$ cat src/tone_step_sequencer_core_macros.svh
// ----------------------------------------------------------------------------
// tone step sequencer assertion macros
// clocked property wrappers used by the sequencer core
// ----------------------------------------------------------------------------
`ifndef TONE_STEP_SEQUENCER_CORE_MACROS_SVH
`define TONE_STEP_SEQUENCER_CORE_MACROS_SVH

// same-cycle implication
`define TSS_ASSERT_NOW(label, ante, cons, msg) \
    label: assert property (@(posedge i_clk) disable iff (!i_rst_n) (ante) |-> (cons)) \
        else $error(msg);

// next-cycle implication
`define TSS_ASSERT_NEXT(label, ante, cons, msg) \
    label: assert property (@(posedge i_clk) disable iff (!i_rst_n) (ante) |=> (cons)) \
        else $error(msg);

`endif

$ cat src/tss_pkg.sv
`timescale 1ns / 1ps
// ----------------------------------------------------------------------------
// tss_pkg
// shared widths, codes, types and helpers of the tone step sequencer
// ----------------------------------------------------------------------------
package tss_pkg;

    localparam int STEP_DEPTH_DEF  = 1024;
    localparam int CHANNELS_DEF    = 3;
    localparam int PITCH_SHIFT_DEF = 14;

    localparam int OPCODE_W    = 2;
    localparam int CH_FIELD_W  = 2;
    localparam int ADDR_IN_W   = 10;
    localparam int ADDR_IN_MAX = 1023;
    localparam int DUR_W       = 8;
    localparam int PITCH_W     = 16;
    localparam int VOL_W       = 4;
    localparam int SCALE_W     = 10;
    localparam int AMP_W       = VOL_W + SCALE_W;
    localparam int REG_IDX_W   = 3;
    localparam int REG_VAL_W   = 30;
    localparam int IN_TDATA_W  = 56;
    localparam int OUT_TDATA_W = 32;
    localparam int CFG_IDX_W   = 1;

    localparam logic [SCALE_W-1:0] MUSIC_SCALE_RST  = 10'd400;
    localparam logic [SCALE_W-1:0] EFFECT_SCALE_RST = 10'd700;

    localparam logic [CFG_IDX_W-1:0] CFG_MUSIC_SCALE  = 1'b0;
    localparam logic [CFG_IDX_W-1:0] CFG_EFFECT_SCALE = 1'b1;

    localparam logic [OPCODE_W-1:0] OP_TICK  = 2'd0;
    localparam logic [OPCODE_W-1:0] OP_START = 2'd1;
    localparam logic [OPCODE_W-1:0] OP_LOAD  = 2'd2;

    localparam logic [REG_IDX_W-1:0] REG_NOISE = 3'd6;
    localparam int EFFECT_CH = 2;

    typedef struct packed {
        logic               noise;
        logic [VOL_W-1:0]   volume;
        logic [PITCH_W-1:0] pitch;
        logic [DUR_W-1:0]   duration;
    } t_step;

    typedef struct packed {
        logic                 emit;
        logic                 done;
        logic [REG_IDX_W-1:0] idx;
        logic [REG_VAL_W-1:0] value;
    } t_wr_req;

    // address field reduced into the step memory range (for a depth of at least 8) by compare and subtract
    function automatic int unsigned mod_depth(input int unsigned value,
                                              input int unsigned depth);
        int unsigned rem;
        rem = value;
        for (int k = 6; k >= 0; k--) begin
            if (((depth << k) <= ADDR_IN_MAX) && (rem >= (depth << k))) begin
                rem = rem - (depth << k);
            end
        end
        return rem;
    endfunction

endpackage

$ cat src/tss_out_stage.sv
`timescale 1ns / 1ps
// ----------------------------------------------------------------------------
// tss_out_stage
// holds one register write until its last flag is known, then an output register
// ----------------------------------------------------------------------------
module tss_out_stage (
    input  logic                               i_clk,
    input  logic                               i_rst_n,
    input  tss_pkg::t_wr_req                   i_wr,
    output logic                               o_can_emit,
    input  logic                               i_m_tready,
    output logic                               o_m_tvalid,
    output logic [tss_pkg::REG_IDX_W-1:0]      o_m_idx,
    output logic [tss_pkg::REG_VAL_W-1:0]      o_m_value,
    output logic                               o_m_last
);

    logic                            r_pend_valid;
    logic                            r_pend_final;
    logic [tss_pkg::REG_IDX_W-1:0]   r_pend_idx;
    logic [tss_pkg::REG_VAL_W-1:0]   r_pend_value;
    logic                            r_out_valid;
    logic [tss_pkg::REG_IDX_W-1:0]   r_out_idx;
    logic [tss_pkg::REG_VAL_W-1:0]   r_out_value;
    logic                            r_out_last;

    logic out_free;
    logic pend_last;
    logic pend_move;

    assign out_free   = !r_out_valid || i_m_tready;
    assign o_can_emit = !r_pend_valid || out_free;
    assign pend_last  = r_pend_final || (i_wr.done && !i_wr.emit);
    assign pend_move  = r_pend_valid && out_free && (i_wr.emit || pend_last);

    always_ff @(posedge i_clk) begin
        if (!i_rst_n) begin
            r_pend_valid <= 1'b0;
            r_pend_final <= 1'b0;
            r_out_valid  <= 1'b0;
        end else begin
            if (i_wr.emit) begin
                r_pend_valid <= 1'b1;
                r_pend_final <= i_wr.done;
            end else if (pend_move) begin
                r_pend_valid <= 1'b0;
            end else if (i_wr.done && r_pend_valid) begin
                r_pend_final <= 1'b1;
            end
            if (pend_move) begin
                r_out_valid <= 1'b1;
            end else if (i_m_tready) begin
                r_out_valid <= 1'b0;
            end
        end
    end

    always_ff @(posedge i_clk) begin
        if (i_wr.emit) begin
            r_pend_idx   <= i_wr.idx;
            r_pend_value <= i_wr.value;
        end
        if (pend_move) begin
            r_out_idx   <= r_pend_idx;
            r_out_value <= r_pend_value;
            r_out_last  <= pend_last;
        end
    end

    assign o_m_tvalid = r_out_valid;
    assign o_m_idx    = r_out_idx;
    assign o_m_value  = r_out_value;
    assign o_m_last   = r_out_last;

endmodule

$ cat config.mk
export PLATFORM = sky130hd
export DESIGN_NAME = tss_out_stage
export DESIGN_NICKNAME = d
export VERILOG_FILES = /design/src/tone_step_sequencer_core_macros.svh /design/src/tss_pkg.sv /design/src/tss_out_stage.sv
export SDC_FILE = /design/constraint.sdc
export NUM_CORES = 1
export LEC_CHECK = 0
export BUFFER_PORTS_ARGS = -buffer_cell sky130_fd_sc_hd__buf_2
export CAP_MARGIN = 20
export CORE_ASPECT_RATIO = 1.4
export CORE_MARGIN = 2
export CORE_UTILIZATION = 40
export DETAILED_ROUTE_END_ITERATION = 10
export PLACE_DENSITY = 0.63
export SYNTH_ARGS = -nofsm -noshare
export SYNTH_HDL_FRONTEND = slang
export SYNTH_SLANG_ARGS = --single-unit
$ cat constraint.sdc
create_clock -name i_clk -period 5 [get_ports i_clk]
set_input_delay 1.25 -clock i_clk [delete_from_list [all_inputs] [get_ports i_clk]]
set_output_delay 1.25 -clock i_clk [all_outputs]
set_load 0.02 [all_outputs]
# Word level (Yosys, flattened, before mapping)
# Index checks and enable logic that the tools add are counted.
[totals]
out_inout_bits = 36
word_cells = 31
register_bits = 70
[classes]
n_reduce_logical = 15
mux = 7
eq_ne = 1
[ops]
columns = ["cell", "n"]
rows = [
  ["2-to-1 mux 1 bit", 7],
  ["nonzero test 2 bit", 3],
  ["logical AND 1 bit", 4],
  ["logical OR 1 bit", 4],
  ["logical NOT 1 bit", 3],
  ["inequality test 2 bit (second input constant)", 1],
  ["AND reduction 2 bit", 1],
]

# Logic depth before layout (Yosys ltp)
[logic_depth]
ltp_word = 7
depth_mapped = 2

# Worst setup path before layout
# No wires, ideal clock.
[synth_path]
kind = "input-to-reg"
start = "input i_wr[34] (netlist bit)"
end = "register r_out_idx (netlist bit o_m_idx[0]), enable pin"
cell_stages = 2
setup_time_ns = 0.425
required_time_ns = 4.575
path_buffers = 0
t_arrival_ns = 2.771
path_slack_ns = 1.804
path_cell_list = "o31ai_1 -> nor2_1"
[synth_via]
elab_chain_len = 5
[synth_lines]
columns = ["item", "line", "rtl"]
rows = [
  ["from (decl)", "tss_out_stage.sv:9", "input tss_pkg::t_wr_req i_wr,"],
  ["logical NOT 1 bit", "tss_out_stage.sv:33", "assign pend_last = r_pend_final || (i_wr.done && !i_wr.emit);"],
  ["logical AND 1 bit", "tss_out_stage.sv:33", ""],
  ["logical OR 1 bit", "tss_out_stage.sv:33", ""],
  ["logical OR 1 bit (*)", "tss_out_stage.sv:34", "assign pend_move = r_pend_valid && out_free && (i_wr.emit || pend_last);"],
  ["logical AND 1 bit (*)", "tss_out_stage.sv:34", ""],
  ["named net pend_move", "tss_out_stage.sv:29", "logic pend_move;"],
  ["to (signal assigned)", "tss_out_stage.sv:64", "r_out_idx <= r_pend_idx;"],
  ["to (decl)", "tss_out_stage.sv:23", "logic [tss_pkg::REG_IDX_W-1:0] r_out_idx;"],
]
# Mark *: on every way through the listed nets, which the timed path passes. The rest lies on a longest branch.
# A chain may end at the register's enable or synchronous reset.

# Worst setup path in the final report
[layout_path]
start = "input i_m_tready"
end = "output o_can_emit"
[layout_via]
elab_chain_len = 2
[layout_lines]
columns = ["item", "line", "rtl"]
rows = [
  ["from (decl)", "tss_out_stage.sv:11", "input logic i_m_tready,"],
  ["logical OR 1 bit", "tss_out_stage.sv:31", "assign out_free = !r_out_valid || i_m_tready;"],
  ["logical OR 1 bit", "tss_out_stage.sv:32", "assign o_can_emit = !r_pend_valid || out_free;"],
  ["to (decl)", "tss_out_stage.sv:10", "output logic o_can_emit,"],
]
# Every way passes these cells.

==> impl_metrics.yaml <==
status:
  status: "completed"
clock_network:
  holdBufCountCts: 0
  root_buffer: "clkbuf_8"
  clock_sinks: 70
  htree_levels: 3
  cts_tree: "yes"
  cts_resized: 0
  post_cts_buffers: 0
  cts_made_buffers: 9
  clk_pin_slew_ns: 0.06
  clockBufferDepth: 2
  insertion_delay_ns: 0.32
global_route:
  antenna_found_initial: 0
  grt_pass1_vias: 1158
  track_usage: 0.125
  grt_pass1_wl_um: 5260
  grt_start_max_net_pins: 38
  grt_overflow: 0
sta:
  hold_violations: 0
  report.final.slew_viol_count: 0
  slew_headroom: 0.393
  finalWorstPathRequiredPeriod_ns: 3.10
  setup_viol: 0
  skew_ns: 0.00825
  period_share: 0.620
  setup_tns_ns: 0
  fin_ws_ns: 1.90
  tightest_slew_ns: 0.908
  rsz0062_at_grt: "false"
  whs_ns: 0.418
  max_freq_ghz: 0.323
critical_path:
  crit_type: "in2out"
  cp_data_required_time_ns: 3.75
  r2r_cells: 2
  crit_chain: "buf_2, nor2b_1, nand2_1, buf_2"
  max_stage_delay_ns: 0.24
  crit_fanout: 3
  crit_top_cell: "buf_2"
  slowest_stage: "nor2b_1"
  crit_path_end_kind: "primary output"
  r2r_end: "o_m_value[27]"
  r2r_start: "r_pend_valid"
  regToRegSetupSlack_ns: 3.34
  crit_arrival_ns: 1.85
  crit_path_start_kind: "input port"
cells_and_area:
  nFillCells: 447
  area_growth_pct: 27.9
  multi_input_area_sq_um: 93.8
  nets: 206
  regArea_sq_um: 2070
  layout-drive-gt1-share: 0.488
  layout.cells.non_filler: 238
  diodes: 0
hold_path:
  hold_path_startpoint: "r_pend_value[22]"
  whs_path_depth: 0
  min_to: "o_m_value[22]"
  hp-class: "reg2reg"
power:
  internal_power_mw: 0.885
  netSwitchingPower_mw: 0.228
  switching_share: 0.205
  clkPwrFrac: 0.313
  vdd.ir_drop.worst_v: 0.000220
  p_leak_nw: 1.06
  p_per_area_nw_per_um2: 402
  power_frac_comb: 0.058
  seqPwrFrac: 0.628
  finalPower_mw: 1.11
floorplan:
  die_w_um: 66.1
  rows: 31
  coreArea_sq_um: 5200
  start_util: 0.416
  die-area_sq_um: 6020
  die_h_um: 91.0
  io_pins: 74
yosys:
  synth_top_area_share: 0.931
  syn_area_sq_um: 2160
  yosysWarnings: 0
  synth-seq-cells: 70
  synthCells: 84
  synth_top_area_cell: "edfxtp_1"
  synthDistinctLibCells: 15
  syn_nets: 122
  netlist_top_cells_area: "edfxtp_1, dfxtp_1, a21boi_1, mux2i_1, nand4b_1"
  synthSimpleGateAreaFrac: 0.0162
  ys_seq_area_frac: 0.958
  synthAdderAreaFrac: 0
  synth_xor_area_frac: 0
  synth_compound_area_frac: 0.0191
  synth_top_family_by_area: "compound AO/OA/AOI/OAI gates"
  avgSynthCellArea_sq_um: 25.7
  synth.area.mux_share: 0.00463
route:
  ant_nets: 0
  num_vias: 1042
  via_per_inst: 4.38
  firstDrtPassIters: 4
  drc: 0
  wl_per_cell_um: 14.0
  drt_iter0_markers: 18
  routed_wl_um: 3340
placed_design:
  pre_cts_ws_ns: 1.70
  hpwl_um: 2360
  portBuffers: 73
  dp.cells: 223
  gp_congestion: 0.749
job:
  drv_cap: 0
==> area by class of cell <==
class,instances,share of cell area
Clock inverter,3,0.00452
Clock buffer,12,0.0489
Timing Repair Buffer,73,0.132
Tap cell,66,0.0299
Inverter,1,0.00136
Sequential cell,70,0.749
Multi-Input combinational cell,13,0.0339
==> how the worst max path moves through the flow <==
stage                from             to  slack [ns]  depth (start not counted)
2_1_floorplan    i_wr[34]     o_m_idx[0]        1.80                          2
3_3_place_gp     i_wr[34]     o_m_idx[2]        1.82                          3
3_5_place_dp     i_wr[34]  o_m_value[18]        1.70                          3
4_1_cts        i_m_tready     o_can_emit        1.89                          4
5_1_grt        i_m_tready     o_can_emit        1.84                          4
6_report       i_m_tready     o_can_emit        1.90                          4
==> stage by stage <==
| stage | instance area, sq um | utilization |
|---|---|---|
| detailed placement | 2620 | 0.504 |
| global route | 2770 | 0.532 |
| finish | 2770 | 0.532 |
| global placement | 2620 | 0.504 |
| floorplan | 2160 | - |
| CTS | 2770 | 0.532 |
==> worst max-delay path: cells and delay by family <==
kind	cells	cell delay [ns]
buf+inv	2	0.27
simple gates	2	0.32
==> layer usage <==
layer	global-route usage	routed length, um
met1	0.116	1120
met2	0.199	1780
met3	0.0632	276
met4	0.0969	153
met5	0	0
==> cells in the mapped netlist <==
cell and instances:
o21ai_0 1, nand2_1 1, a21boi_1 2, or2_1 1
nor2b_1 1, nand4b_1 1, dfxtp_1 3, nand2b_1 1
edfxtp_1 67, a21o_1 1, inv_1 1, o31ai_1 1
a31oi_1 1, nor2_1 1, mux2i_1 1
==> cells by family after synthesis <==
| group | count (synthesis) |
|---|---|
| DFF | 70 |
| and+or+nand+nor | 6 |
| muxes | 1 |
| buffers and inverters | 1 |
| AOI/OAI and AO/OA | 6 |
==> power groups by stage <==
| stage | clock network, mW | registers (mW) | logic, mW |
|---|---|---|---|
| CTS | 0.358 | 0.700 | 0.0660 |
| global placement | 0 | 0.709 | 0.0634 |
| floorplan | 0 | 0.729 | 0.00942 |
| finish | 0.349 | 0.699 | 0.0649 |
| global route | 0.382 | 0.703 | 0.0705 |
| detailed placement | 0 | 0.712 | 0.0660 |
==> registers in the layout, indices dropped and copies added (netlist names) <==
name	cells
o_m_value	30
r_pend_value	30
o_m_idx	3
r_pend_idx	3
o_m_last	1
o_m_tvalid	1
r_pend_final	1
r_pend_valid	1
==> placed cells by master, fill, tap and decap left out, types with 2 or more instances in the layout <==
cell and n:
buf_2 73, clkinv_1 2, clkbuf_1 3, a21boi_1 2
clkbuf_8 9, dfxtp_1 3, edfxtp_1 67
Power figures use the tool's default switching activity.
